[src/fence_retired_page_allocator_assert.svh]
`ifndef FENCE_RETIRED_PAGE_ALLOCATOR_ASSERT_SVH
`define FENCE_RETIRED_PAGE_ALLOCATOR_ASSERT_SVH
// implication checked every clock outside reset
`define FRPA_ASSERT_IMP(label, clk, rst_n, a, c, msg) \
    label: assert property (@(posedge clk) disable iff (!rst_n) (a) |-> (c)) else $error(msg);
// next-cycle implication
`define FRPA_ASSERT_NEXT(label, clk, rst_n, a, c, msg) \
    label: assert property (@(posedge clk) disable iff (!rst_n) (a) |=> (c)) else $error(msg);
`endif

[src/frpa_pkg.sv]
package frpa_pkg;
    localparam int MAX_PAGES   = 16;
    localparam int PAGE_BITS   = 4;
    localparam int QUEUE_DEPTH = 32;
    localparam int QPTR_BITS   = 5;
    localparam int SIZE_BITS   = 32;
    localparam logic [31:0] RESET_MIN_PAGE = 32'd4194304;

    localparam logic [1:0] OP_ALLOC   = 2'd0;
    localparam logic [1:0] OP_SUBMIT  = 2'd1;
    localparam logic [1:0] OP_DISCARD = 2'd2;
    localparam logic [1:0] OP_POLL    = 2'd3;

    localparam logic [1:0] ST_OK    = 2'd0;
    localparam logic [1:0] ST_NOSLOT = 2'd1;
    localparam logic [1:0] ST_QFULL = 2'd2;
    localparam logic [1:0] ST_BADPG = 2'd3;

    typedef struct packed {
        logic [1:0]  opcode;
        logic [31:0] alloc_size;
        logic [4:0]  align_log2;
        logic [3:0]  target_page;
        logic [31:0] completed_fence;
        logic        need_ovf;
        logic [32:0] need;
    } cmd_t;

    typedef struct packed {
        logic [1:0]  status;
        logic [3:0]  result_page;
        logic [31:0] result_offset;
        logic [31:0] issued_fence;
    } rsp_t;
endpackage

[src/frpa_front.sv]
module frpa_front import frpa_pkg::*; (
    input  logic        clk,
    input  logic        rst_n,
    input  logic        push,
    output logic        full,
    input  logic [1:0]  opcode,
    input  logic [31:0] alloc_size,
    input  logic [4:0]  align_log2,
    input  logic [3:0]  target_page,
    input  logic [31:0] completed_fence,
    output logic        cmd_valid,
    output cmd_t        cmd,
    input  logic        cmd_take
);
    // two-entry command queue
    cmd_t q_reg [2];
    logic [1:0] cnt_reg;
    logic       rd_reg, wr_reg;
    cmd_t in_cmd;
    logic [32:0] need;
    logic accept;

    assign need = {1'b0, alloc_size} + (33'd1 << align_log2) - 33'd1;
    always_comb
    begin
        in_cmd.opcode = opcode;
        in_cmd.alloc_size = alloc_size;
        in_cmd.align_log2 = align_log2;
        in_cmd.target_page = target_page;
        in_cmd.completed_fence = completed_fence;
        in_cmd.need = need;
        in_cmd.need_ovf = need[32];
    end

    assign full = (cnt_reg == 2'd2);
    assign accept = push && !full;
    assign cmd_valid = (cnt_reg != 2'd0);
    assign cmd = q_reg[rd_reg];

    always_ff @(posedge clk)
    begin
        if (accept)
        begin
            q_reg[wr_reg] <= in_cmd;
        end
    end

    always_ff @(posedge clk or negedge rst_n)
    begin
        if (!rst_n)
        begin
            cnt_reg <= 2'd0;
            rd_reg <= 1'b0;
            wr_reg <= 1'b0;
        end
        else
        begin
            if (accept)
            begin
                wr_reg <= !wr_reg;
            end
            if (cmd_take)
            begin
                rd_reg <= !rd_reg;
            end
            cnt_reg <= cnt_reg + {1'b0, accept} - {1'b0, cmd_take};
        end
    end
endmodule

[config.mk]
export PLATFORM = sky130hd
export DESIGN_NAME = frpa_front
export DESIGN_NICKNAME = d
export VERILOG_FILES = /design/src/fence_retired_page_allocator_assert.svh /design/src/frpa_pkg.sv /design/src/frpa_front.sv
export SDC_FILE = /design/constraint.sdc
export NUM_CORES = 1
export LEC_CHECK = 0
export BUFFER_PORTS_ARGS = -buffer_cell sky130_fd_sc_hd__buf_2
export CAP_MARGIN = 10
export CORE_UTILIZATION = 51
export CTS_CLUSTER_SIZE = 16
export DETAILED_ROUTE_END_ITERATION = 6
export PLACE_DENSITY = 0.77
export SYNTH_ARGS = -nofsm -noshare
export SYNTH_HDL_FRONTEND = slang
export SYNTH_SLANG_ARGS = --single-unit
[constraint.sdc]
create_clock -name clk -period 5.2 [get_ports clk]
set_input_delay 0.26 -clock clk [delete_from_list [all_inputs] [get_ports clk]]
set_output_delay 0.26 -clock clk [all_outputs]
set_load 0.1 [all_outputs]
# Word-level counts from Yosys, hierarchy flattened
# Memory sizes are Yosys's and may differ from the RTL's.
# Index checks and enable logic that the tools add are counted.
[op_classes]
add_sub_neg = 4
eq_ne = 1
shifts = 1
mux = 2
n_reduce_logical = 5
[ops]
columns = ["cell", "n"]
rows = [
  ["adder 32 x 33 -> 33 bit", 1],
  ["left shift 1 x 5 -> 33 bit, first input constant", 1],
  ["subtractor 33 x 1 -> 33 bit, second input constant", 1],
  ["zero test 1 bit", 3],
  ["adder 2 x 1 -> 2 bit", 1],
  ["equality test 2 bit, second input constant", 1],
  ["2-to-1 mux 1 bit", 2],
  ["nonzero test 2 bit", 1],
  ["subtractor 2 x 1 -> 2 bit", 1],
  ["logical AND 1 bit", 1],
]
[word_totals]
regBits = 4
mem_bits_rw = 218
inputBits = 79
output_inout_bits = 111
word_cells = 17
memories = 1
[mem_list]
columns = ["memory", "words", "width", "rd", "rd_clocked_by_memory_dff", "write_ports", "line", "source"]
rows = [
  ["q_reg", 2, 109, 1, 0, 1, "frpa_front.sv:16", "cmd_t q_reg [2];"],
]

# Longest topological paths before layout
# Gate-level depths: netlist of the first run.
[logic_depth]
depth_word = 5
mapped_depth = 14
ltp_nobuf = 13

# Worst setup path before layout of the first run
# No wires, ideal clock.
[synth_path]
path_type = "register to register"
startpoint = "register cnt_reg[1]"
endpoint = "memory q_reg[0][0] in the netlist's numbering (enable)"
setup_ps = 576
arrival_ps = 5081
required_ps = 4624
slack_ps = -457
stages_incl_launch_ff = 4
path_buffers = 0
path_cell_list = "dfrtp_1 -> nand2b_1 -> nand2_1 -> nor2_1"
[synth_between]
elab_chain_cells = 5
[synth_lines]
columns = ["element", "line", "source"]
rows = [
  ["start: declaration", "frpa_front.sv:17", "logic [1:0] cnt_reg;"],
  ["start signal: assignment", "frpa_front.sv:66", "cnt_reg <= cnt_reg + {1'b0, accept} - {1'b0, cmd_take};"],
  ["equality test 2 bit", "frpa_front.sv:35", "assign full = (cnt_reg == 2'd2);"],
  ["zero test 1 bit", "frpa_front.sv:36", "assign accept = push && !full;"],
  ["logical AND 1 bit", "frpa_front.sv:36", ""],
  ["2-to-1 mux 1 bit", "frpa_front.sv:42", "if (accept)"],
  ["2-to-1 mux 1 bit (implied by the code)", "frpa_front.sv:44", "q_reg[wr_reg] <= in_cmd;"],
  ["end: declaration", "frpa_front.sv:16", ""],
]
# No other way between the ends.

# Worst setup path in the final report of the first run
[layout_path]
startpoint = "input align_log2[0]"
endpoint = "memory q_reg[1][23] in the netlist's numbering (data pin)"
[layout_between]
elab_chain_cells = 3
[layout_lines]
columns = ["element", "line", "source"]
rows = [
  ["start: declaration", "frpa_front.sv:8", "input logic [4:0] align_log2,"],
  ["left shift 1 x 5 -> 33 bit", "frpa_front.sv:23", "assign need = {1'b0, alloc_size} + (33'd1 << align_log2) - 33'd1;"],
  ["adder 32 x 33 -> 33 bit", "frpa_front.sv:23", ""],
  ["subtractor 33 x 1 -> 33 bit", "frpa_front.sv:23", ""],
  ["net need[23]", "frpa_front.sv:20", "logic [32:0] need;"],
]
# The timed path passes the listed nets, and every way through them passes these cells.

==> qor.csv, run 1 <==
stage;metric;value;unit
synthesis;synth_flop_cell;edfxtp_1;
setup_path;cp.arrival;3.80;ns
synthesis;synth_edf_count;216;
detailed_routing;routed_wl;23200;µm
global_route;grt_usage;0.215;
clocking;clockRootBuffer;clkbuf_16;
setup_path;worstSetupPathType;in -> reg;
detailed_routing;wire_per_inst;17.5;µm
hold_path;hold_class;in -> reg;
global_route;grt_pass1_vias;7031;
synthesis;synthesis.nets;917;
die;start_util;0.523;
setup_path;critPathMaxFanout;8;
final_layout;area_delta_synth_final;25.3;%
clocking;path_clk_slew;0.06;ns
sta;setup_violations;0;
clocking;ctsResizeCount;0;
setup_path;cp-end-kind;register;
setup_path;cp-start-kind;input pin;
synthesis;ys_types;49;
final_layout;layout_common_cells;edfxtp_1 (216), buf_2 (189), mux2_2 (108);
setup_path;crit_chain;buf_2 -> nor2b_1 -> nand2_1 -> ha_1 -> inv_1 -> ha_1 -> fa_1 -> a211oi_1 -> o21ai_1 -> a311oi_1 -> a21oi_1 -> a21oi_2 -> nor2_1 -> a311o_1;
setup_path;critPathMaxStageDelay;0.53;ns
sta;rsz0062_at_grt;no;
sta;final.setup_skew;0.00683;ns
sta;period_minus_slack;3.56;ns
clocking;htreeDepth;1;
synthesis;ys_seq_elements;220;
setup_path;path_buf_inv;2;
global_route;antenna_found_initial;2;
setup_path;cp_top_family;compound AO/OA/AOI/OAI gates;
sta;timing.slew.headroom;0.379;
outcome;status;finished, final reports clean;
synthesis;mappedNetlistArea;10700;µm²
sta;final-hold-violation-count;0;
final_layout;fillCellCount;1499;
global_route;grt_pass1_wl;36300;µm
detailed_routing;first_pass_iters;5;
sta;worstMarginPinSlew;0.931;ns
setup_path;worstPathRequired;5.45;ns
detailed_routing;drtIter0Drc;444;
sta;period_share;0.684;
final_layout;drive_gt1_frac;0.327;
detailed_routing;vias;6878;
die;die_area;21500;µm²
clocking;clk_latency;0.50;ns
flow_run;drv_cap;0;
clocking;cts_tree;done;
global_route;grt_max_degree;82;
clocking;clockBufferDepth;3;
sta;fin_tns_setup;0;ns
synthesis;synth_area_per_cell;13.8;µm²
final_layout;final_common_cell;edfxtp_1;
placed_design;io_buffers;189;
global_route;grt.overflow.total;0;
detailed_routing;antenna_left;0;
die;fp.dieH;147;µm
die;die_x;147;µm
placed_design;place.gp.congestion;0.864;
sta;report.final.slew_viol_count;0;
die;row_count;52;
setup_path;crit_slowest_cell;nor2b_1;
synthesis;ys_async_sr_fraction;0.0182;
synthesis;ys_warn_count;0;
final_layout;nets;1185;
die;ioPinCount;190;
final_layout;largest_reg_flops;216;
die;core_area;20400;µm²
sta;timing.fmax;0.281;GHz
setup_path;crit_top_cell;ha_1;
detailed_routing;drc;0;
synthesis;syn_inst;772;
clocking;clock-sinks;220;
clocking;cts_buffers;23;
synthesis;ys_seq_area_frac;0.618;
detailed_routing;via_per_inst;5.18;
placed_design;dpl.hpwl;15100;µm
==> logic make-up (layout without fill, tap and decap cells) <==
group / after synthesis / count (layout) / synth area share
compound gates: 107 / 107 / 0.0680
fa+ha+maj: 66 / 66 / 0.0782
mux: 108 / 108 / 0.114
flops: 220 / 220 / 0.618
simple gates: 113 / 113 / 0.0501
other cells: 0 / 2 / 0
xor+xnor: 30 / 30 / 0.0246
buf+inv: 128 / 412 / 0.0472
==> cell usage after synthesis, types with 3 or more instances <==
| library cell | count | area, µm² |
|---|---|---|
| o211ai_1 | 4 | 30.0 |
| a31oi_1 | 3 | 18.8 |
| inv_1 | 106 | 398 |
| and3_1 | 6 | 37.5 |
| nor3_1 | 5 | 25.0 |
| nand2b_1 | 3 | 18.8 |
| nor2_1 | 16 | 60.1 |
| and3b_1 | 3 | 26.3 |
| a21oi_1 | 34 | 170 |
| o22ai_1 | 3 | 18.8 |
| nand4_1 | 7 | 43.8 |
| a211o_1 | 3 | 26.3 |
| nor2b_1 | 3 | 18.8 |
| dfrtp_1 | 4 | 100 |
| and2_1 | 3 | 18.8 |
| o21bai_1 | 6 | 45.0 |
| xor2_1 | 12 | 105 |
| or2_2 | 3 | 18.8 |
| nand2_1 | 53 | 199 |
| o21ai_0 | 14 | 70.1 |
| nand3_1 | 6 | 30.0 |
| clkbuf_1 | 16 | 60.1 |
| a21o_1 | 16 | 120 |
| xnor2_1 | 18 | 158 |
| nor3b_1 | 3 | 22.5 |
| mux2_2 | 108 | 1220 |
| ha_1 | 65 | 813 |
| edfxtp_1 | 216 | 6490 |
| a211oi_1 | 5 | 37.5 |
==> what timing repair did <==
item | in CTS | in global routing
hold buffers | 71 | 1
buffers inserted | 0 | 0
endpoints found under the hold margin | 143 | 2
==> cell type report <==
type | count | area (µm²) | share of cell area
Sequential cell | 220 | 6590 | 0.493
Multi-Input combinational cell | 424 | 3580 | 0.268
Timing Repair Buffer | 265 | 1710 | 0.128
Clock buffer | 35 | 671 | 0.0502
Inverter | 106 | 398 | 0.0298
Tap cell | 270 | 338 | 0.0253
Clock inverter | 6 | 61.3 | 0.00459
Antenna cell | 2 | 5.00 | 0.000375
==> stage by stage <==
step | utilization | hold WS [ns] | worst slack, ns | instance area [µm²] | cells
CTS | 0.655 | 0.00211 | 1.69 | 13300 | 1325
detailed placement | 0.584 | 0.0743 | 1.17 | 11900 | 1213
floorplan | - | -0.0356 | 1.36 | 10700 | 772
finish | 0.656 | 0.0171 | 1.64 | 13400 | 1328
global placement | 0.584 | 0.0714 | 1.27 | 11900 | 1213
global route | 0.656 | 0.0240 | 1.39 | 13400 | 1327
==> metal layers <==
layer | up-vias | track usage | share of wire
li1 | 3343 | - | -
met1 | 3307 | 0.275 | 0.43
met2 | 204 | 0.382 | 0.50
met3 | 22 | 0.0419 | 0.059
met4 | 2 | 0.0406 | 0.0094
met5 | - | 0 | 0.00034
==> worst paths after layout <==
check / cells past startpoint / end / slack [ns] / start
max: 14 / q_reg[1][23] / 1.64 / align_log2[0]
min: 1 / q_reg[1][71] / 0.02 / align_log2[1]
min reg2reg: 1 / cnt_reg[1] / 0.56 / cnt_reg[1]
max reg2reg: 3 / q_reg[1][91] / 2.79 / cnt_reg[0]
min in group asynchronous: 2 / wr_reg / 0.15 / rst_n
max in group asynchronous: 2 / rd_reg / 4.90 / rst_n
Power of run 1 is not shown: default switching activity piles up to over one toggle a cycle in this logic, so the estimate is an artifact.
==> inputs of run 2 (changes only) <==
--- a/config.mk
+++ b/config.mk
@@ -5,12 +5,13 @@
 export SDC_FILE = /design/constraint.sdc
 export NUM_CORES = 1
 export LEC_CHECK = 0
+export ABC_AREA = 1
 export BUFFER_PORTS_ARGS = -buffer_cell sky130_fd_sc_hd__buf_2
 export CAP_MARGIN = 10
 export CORE_UTILIZATION = 51
 export CTS_CLUSTER_SIZE = 16
 export DETAILED_ROUTE_END_ITERATION = 6
-export PLACE_DENSITY = 0.77
+export PLACE_DENSITY = 0.76
 export SYNTH_ARGS = -nofsm -noshare
 export SYNTH_HDL_FRONTEND = slang
 export SYNTH_SLANG_ARGS = --single-unit
==> constraint.sdc (replaced) <==
create_clock -name clk -period 3.1 [get_ports clk]
set_input_delay 0.155 -clock clk [delete_from_list [all_inputs] [get_ports clk]]
set_output_delay 0.155 -clock clk [all_outputs]
set_load 0.1 [all_outputs]
==> run 2 against run 1 <==
Compared with the run above: utilization fell by 0.54 points; design area rose by 6.3%; critical path depth grew 4; via count increased by 16%; global-route usage is 0.17 points higher; synthesized area is 6.4% higher; critical endpoint is now q_reg[0][23]; largest cell class unchanged; highest routed layer is now met4.
==> qor.csv, run 2 <==
stage;metric;value;unit;change
setup_path;crit_slowest_cell;dlygate4sd3_1;;was nor2b_1
sta;worstMarginPinSlew;0.684;ns;was 0.931 ns
global_route;grt_pass1_wl;38400;µm;was 36,300 µm
detailed_routing;vias;7945;;was 6,878
synthesis;synth_xor_area_frac;0.0147;;was 0.0246
final_layout;layout_common_cells;nand2_1 (222), edfxtp_1 (216), inv_1 (215);;was edfxtp_1 (216), buf_2 (189), mux2_2 (108)
synthesis;synth_top_family_by_area;simple AND/OR/NAND/NOR gates;;was multiplexers
hold_path;hold_class;in -> reg;;unchanged
detailed_routing;wire_per_inst;15.5;µm;was 17.5 µm
synthesis;yosys.area_share.simple;0.132;;was 0.0501
final_layout;n_antenna_cell;0;;was 2
clocking;clk_latency;0.51;ns;was 0.50 ns
synthesis;ys_seq_area_frac;0.580;;was 0.618
final_layout;fin_area;14200;µm²;was 13,400 µm²
outcome;status;finished, final reports clean;;unchanged
final_layout;area_delta_synth_final;25.1;%;was 25.3%
clocking;clock-sinks;220;;unchanged
synthesis;syn_inst;1022;;was 772
sta;report.final.slew_viol_count;0;;unchanged
sta;fin_tns_setup;0;ns;unchanged
synthesis;ys_types;26;;was 49
detailed_routing;routed_wl;24800;µm;was 23,200 µm
setup_path;cp-start-kind;input pin;;unchanged
clocking;clockBufferDepth;3;;unchanged
synthesis;yosys-top-cells-count;nand2_1 (222), edfxtp_1 (216), inv_1 (215), mux2_2 (108), ha_1 (65);;was edfxtp_1 (216), mux2_2 (108), inv_1 (106), ha_1 (65), nand2_1 (53)
detailed_routing;drtIter0Drc;435;;was 444
die;start_util;0.520;;was 0.523
clocking;htreeDepth;1;;unchanged
final_layout;regArea;6590;µm²;unchanged
die;die_x;151;µm;was 147 µm
sta;final-hold-violation-count;0;;unchanged
sta;period_minus_slack;2.83;ns;
die;die_area;22800;µm²;was 21,500 µm²
sta;final.setup_skew;0.0245;ns;was 0.00683 ns
setup_path;worstPathRequired;3.32;ns;was 5.45 ns
setup_path;crit_chain;dlygate4sd3_1 -> buf_2 -> inv_1 -> nor3_2 -> nand3_1 -> ha_1 -> inv_1 -> ha_1 -> nand2_2 -> inv_1 -> nand2_1 -> inv_1 -> a21oi_1 -> nand2_2 -> nand2_1 -> nand2_1 -> nand2_1 -> nand2_1;;was buf_2 -> nor2b_1 -> nand2_1 -> ha_1 -> inv_1 -> ha_1 -> fa_1 -> a211oi_1 -> o21ai_1 -> a311oi_1 -> a21oi_1 -> a21oi_2 -> nor2_1 -> a311o_1
synthesis;synth_area_per_cell;11.1;µm²;was 13.8 µm²
synthesis;synth_flop_cell;edfxtp_1;;unchanged
clocking;clockRootBuffer;clkbuf_16;;unchanged
synthesis;ys_seq_elements;220;;unchanged
die;row_count;54;;was 52
placed_design;place.gp.congestion;0.915;;was 0.864
die;ioPinCount;190;;unchanged
clocking;cts_setup_buffers;0;;unchanged
global_route;grt_max_degree;74;;was 82
final_layout;final_common_cell;nand2_1;;was edfxtp_1
synthesis;synth_compound_area_frac;0.0116;;was 0.0680
sta;setup_violations;0;;unchanged
synthesis;synth_area_leaders;edfxtp_1 (57%), mux2_2 (11%), nand2_1 (7.3%);;was edfxtp_1 (61%), mux2_2 (11%), ha_1 (7.6%)
placed_design;io_buffers;189;;unchanged
synthesis;synth_edf_count;216;;unchanged
synthesis;synthMuxAreaShare;0.107;;was 0.114
synthesis;yosysTopAreaCellShare;0.572;;was 0.608
clocking;cts_tree;done;;unchanged
clocking;cts_buffers;23;;unchanged
synthesis;ys_warn_count;0;;unchanged
global_route;met1_usage;0.286;;was 0.275
final_layout;drive_gt1_frac;0.280;;was 0.327
clocking;path_clk_slew;0.06;ns;about the same
detailed_routing;drc;0;;unchanged
final_layout;nets;1449;;was 1,185
global_route;grt.overflow.total;0;;unchanged
setup_path;crit_top_cell;nand2_1;;was ha_1
final_layout;fillCellCount;1664;;was 1,499
flow_run;drv_cap;0;;unchanged
global_route;grt_pass1_vias;7744;;was 7,031
detailed_routing;antenna_left;0;;unchanged
final_layout;multi_input_area;3880;µm²;was 3580 µm²
die;core_area;21800;µm²;was 20,400 µm²
detailed_routing;via_per_inst;4.97;;was 5.18
setup_path;critPathMaxFanout;5;;was 8
sta;holdWs;0.0848;ns;was 0.0171 ns
synthesis;mappedNetlistArea;11300;µm²;was 10,700 µm²
global_route;grt_use_met3;0.0283;;was 0.0419
setup_path;critPathMaxStageDelay;0.53;ns;about the same
global_route;grt_use_met2;0.373;;was 0.382
synthesis;yosys.area.top_type;edfxtp_1;;unchanged
final_layout;utilization;0.650;;was 0.656
placed_design;dpl.hpwl;17400;µm;was 15,100 µm
synthesis;synthesis.nets;1167;;was 917
global_route;grt-busiest-layer;met2;;unchanged
global_route;antenna_found_initial;0;;was 2
setup_path;worstSetupPathType;in -> reg;;unchanged
global_route;grt_usage;0.217;;was 0.215
sta;timing.slew.headroom;0.544;;was 0.379
detailed_routing;first_pass_iters;5;;unchanged
final_layout;largest_reg_flops;216;;unchanged
die;fp.dieH;151;µm;was 147 µm
synthesis;yosysMostFrequentCell;nand2_1;;was edfxtp_1
setup_path;cp-end-kind;register;;unchanged
sta;timing.fmax;0.354;GHz;
sta;period_share;0.912;;
sta;rsz0062_at_grt;no;;unchanged
synthesis;synth_adder_area_share;0.0734;;was 0.0782
setup_path;cp.arrival;3.05;ns;was 3.80 ns
placed_design;place_area;12700;µm²;was 11,900 µm²
synthesis;ys_async_sr_fraction;0.0182;;unchanged
[run 2: cell types whose count changed after synthesis, moves of 17 or more]
cell	change
nand2_1	+169
inv_1	+109
nand4_1	+21
nor2_1	+28
xnor2_1	-17
nand3_1	+23
[run 2: path summary, 6_finish.rpt]
| kind | to | from | cells after the start | slack [ns] |
|---|---|---|---|---|
| max in group asynchronous | rd_reg | rst_n | 3 | 2.31 |
| worst min register to register | cnt_reg[0] | cnt_reg[0] | 1 | 0.55 |
| worst min-delay path | wr_reg | push | 4 | 0.08 |
| worst max-delay path | q_reg[0][23] | align_log2[0] | 18 | 0.27 |
| min in group asynchronous | cnt_reg[1] | rst_n | 3 | 0.60 |
| worst max register to register | q_reg[0][96] | cnt_reg[1] | 5 | 1.44 |
[run 2: through the flow]
| stage | cells | setup slack (ns) |
|---|---|---|
| 2_1_floorplan | 1022 | -0.828 |
| 3_3_place_gp | 1484 | 0.249 |
| 3_5_place_dp | 1484 | 0.225 |
| 4_1_cts | 1600 | 0.173 |
| 5_1_grt | 1600 | 0.0386 |
| 6_report | 1600 | 0.272 |
[run 2: metal layers]
layer | up-vias | routed length, µm
met5 | - | 0
met4 | 0 | 486
met3 | 42 | 1500
met2 | 242 | 12000
met1 | 3707 | 10800
li1 | 3954 | -
[run 2: cell type report]
| cell class | count | share of cell area |
|---|---|---|
| Clock buffer | 32 | 0.0429 |
| Clock inverter | 9 | 0.00749 |
| Inverter | 215 | 0.0569 |
| Multi-Input combinational cell | 566 | 0.273 |
| Sequential cell | 220 | 0.464 |
| Tap cell | 280 | 0.0247 |
| Timing Repair Buffer | 278 | 0.130 |
[run 2: cell families (layout without fill, tap and decap cells)]
logic type / count (synthesis) / count (layout)
AND/OR/NAND/NOR: 349 / 349
buffers and inverters: 236 / 534
flip-flops: 220 / 220
multiplexers: 108 / 108
adder cells (fa/ha/maj): 66 / 66
AO/OA/AOI/OAI: 24 / 24
XOR/XNOR: 19 / 19
[run 2: critical path: cells and delay by family]
kind | cells | cell delay (ns)
simple gates | 9 | 1.07
compound gates | 1 | 0.21
fa+ha+maj | 2 | 0.66
buf+inv | 6 | 0.96
[run 2: repair_timing]
action                                  4_1_cts  5_1_grt
resized for setup                             0        4
endpoints found under the hold margin       149        0
endpoints found under the setup margin        0       24
hold buffers                                 75        0
Power of run 2 is left out for the same reason.
==> inputs of run 3 (changes only) <==
--- a/config.mk
+++ b/config.mk
@@ -6,11 +6,11 @@
 export NUM_CORES = 1
 export LEC_CHECK = 0
 export ABC_AREA = 1
-export BUFFER_PORTS_ARGS = -buffer_cell sky130_fd_sc_hd__buf_2
 export CAP_MARGIN = 10
-export CORE_UTILIZATION = 51
+export CORE_UTILIZATION = 58
 export CTS_CLUSTER_SIZE = 16
 export DETAILED_ROUTE_END_ITERATION = 6
+export DONT_BUFFER_PORTS = 1
 export PLACE_DENSITY = 0.76
 export SYNTH_ARGS = -nofsm -noshare
 export SYNTH_HDL_FRONTEND = slang
==> constraint.sdc (replaced) <==
create_clock -name clk -period 3.1 [get_ports clk]
set_input_delay 0.62 -clock clk [delete_from_list [all_inputs] [get_ports clk]]
set_output_delay 0.62 -clock clk [all_outputs]
set_load 0.1 [all_outputs]
==> run 3 against run 2 <==
Compared with the run above: routed wire length shrank 6.6%; via count shrank 13%; die area is 12% lower; clock skew shrank 0.019 ns; critical path depth decreased by 16; critical path type is now reg -> out; highest routed layer is now met5; sequential cell count unchanged; utilization up 1.3 points.
==> qor.csv, run 3 (synthesized netlist as in run 2, its figures left out) <==
stage;metric;value;unit;change
setup_path;reg2reg_depth;6;;was 5
global_route;grt_use_met2;0.401;;was 0.373
setup_path;r2r_slack;0.97;ns;was 1.44 ns
sta;timing.fmax;0.370;GHz;was 0.354 GHz
clocking;clk_latency;0.52;ns;was 0.51 ns
placed_design;place.gp.congestion;0.924;;was 0.915
sta;period_share;0.872;;was 0.912
setup_path;cp.arrival;2.08;ns;was 3.05 ns
placed_design;dpl.hpwl;17100;µm;was 17,400 µm
global_route;grt.overflow.total;0;;unchanged
sta;period_minus_slack;2.70;ns;was 2.83 ns
clocking;cts_buffers;23;;unchanged
sta;report.final.slew_viol_count;0;;unchanged
final_layout;final_common_cell;nand2_1;;unchanged
die;die_x;142;µm;was 151 µm
detailed_routing;drc;0;;unchanged
die;start_util;0.599;;was 0.520
die;core_area;19000;µm²;was 21,800 µm²
global_route;grt_max_degree;68;;was 74
final_layout;nets;1192;;was 1,449
outcome;status;finished, final reports clean;;unchanged
final_layout;area_delta_synth_final;10.9;%;was 25.1%
final_layout;largest_reg_flops;216;;unchanged
final_layout;n_antenna_cell;0;;unchanged
setup_path;worstReg2RegStart;cnt_reg[0];;was cnt_reg[1]
die;ioPinCount;190;;unchanged
detailed_routing;wire_per_inst;17.5;µm;was 15.5 µm
sta;worstMarginPinSlew;0.918;ns;was 0.684 ns
sta;final-hold-violation-count;0;;unchanged
global_route;grt_usage;0.234;;was 0.217
setup_path;worstSetupPathType;reg -> out;;was in -> reg
setup_path;r2r_end;cnt_reg[1];;was q_reg[0][96]
global_route;grt_use_met3;0.0648;;was 0.0283
global_route;met1_usage;0.289;;was 0.286
clocking;htreeDepth;1;;unchanged
die;row_count;50;;was 54
final_layout;multi_input_area;3870;µm²;was 3880 µm²
clocking;path_clk_slew;0.06;ns;about the same
final_layout;fillCellCount;1452;;was 1,664
detailed_routing;via_per_inst;5.21;;was 4.97
clocking;clockRootBuffer;clkbuf_16;;unchanged
detailed_routing;drtIter0Drc;425;;was 435
hold_path;min_delay_path_depth;1;;was 4
global_route;grt_pass1_vias;6884;;was 7,744
setup_path;worstPathRequired;2.48;ns;was 3.32 ns
die;die_area;20100;µm²;was 22,800 µm²
sta;fin_tns_setup;0;ns;unchanged
clocking;ctsResizeCount;0;;unchanged
hold_path;hp-start;cmd_take;;was push
sta;rsz0062_at_grt;no;;unchanged
flow_run;drv_cap;0;;unchanged
clocking;clockBufferDepth;3;;unchanged
placed_design;io_buffers;0;;was 189
final_layout;regArea;6590;µm²;unchanged
global_route;grt_pass1_wl;35900;µm;was 38,400 µm
detailed_routing;antenna_left;0;;unchanged
global_route;antenna_found_initial;1;;was 0
sta;setup_violations;0;;unchanged
sta;timing.slew.headroom;0.381;;was 0.544
clocking;cts_setup_buffers;0;;unchanged
detailed_routing;vias;6898;;was 7,945
sta;final.setup_skew;0.00542;ns;was 0.0245 ns
setup_path;cp-start-kind;register;;was input pin
clocking;clock-sinks;220;;unchanged
hold_path;hold_class;in -> reg;;unchanged
detailed_routing;first_pass_iters;5;;unchanged
detailed_routing;routed_wl;23100;µm;was 24,800 µm
setup_path;cp-end-kind;output port;;was register
final_layout;layout_common_cells;nand2_1 (222), edfxtp_1 (216), inv_1 (215);;unchanged
hold_path;hold-path-endpoint;rd_reg;;was wr_reg
clocking;cts_tree;done;;unchanged
final_layout;drive_gt1_frac;0.176;;was 0.280
global_route;grt-busiest-layer;met2;;unchanged
setup_path;critPathMaxFanout;42;;was 5
die;fp.dieH;142;µm;was 151 µm
[run 3: cell count changes in the layout (fill, tap and decap cells not counted), moves of 4 or more]
cell           before  now
buf_2             189    0
dlygate4sd3_1      75    1
clkbuf_1            9    5
buf_4              10   16
[run 3: per-layer routing]
| layer | up-vias | share of wire |
|---|---|---|
| li1 | 3435 | - |
| met1 | 3199 | 0.41 |
| met2 | 220 | 0.48 |
| met3 | 42 | 0.083 |
| met4 | 2 | 0.027 |
| met5 | - | 0.00056 |
[run 3: layout make-up]
class | instances | area share
Clock buffer | 28 | 0.0472
Timing Repair Buffer | 21 | 0.0167
Inverter | 215 | 0.0641
Multi-Input combinational cell | 566 | 0.307
Sequential cell | 220 | 0.524
Tap cell | 260 | 0.0259
Clock inverter | 14 | 0.0150
[run 3: what timing repair did]
action                                 in CTS  in global routing
setup endpoints to repair                   0                  0
hold buffers                                1                  0
endpoints found under the hold margin       4                  0
[run 3: critical path, cell delays in order, from the launching register on]
cell,delay (ns)
dfrtp_4,0.42
buf_4,0.47
mux2_2,0.63
[run 3: how the worst max path moves through the flow]
stage	start	endpoint	depth (start not counted)
final	rd_reg	cmd[8]	2
after global routing	rd_reg	cmd[26]	2
after CTS	rd_reg	cmd[29]	2
after detailed placement	align_log2[2]	q_reg[0][20]	17
after global placement	align_log2[0]	q_reg[0][29]	15
after floorplan	push	q_reg[0][0]	2
[run 3: per-stage QoR]
step	util	hold WS, ns	area, µm²	instances	setup WS [ns]
after floorplan	-	0.324	11400	1022	-1.01
after global placement	0.622	0.324	11800	1281	0.183
after detailed placement	0.622	0.324	11800	1281	0.157
after CTS	0.664	0.159	12600	1324	0.347
after global routing	0.664	0.166	12600	1324	0.302
final	0.664	0.174	12600	1324	0.398
Power of run 3 is left out for the same reason.
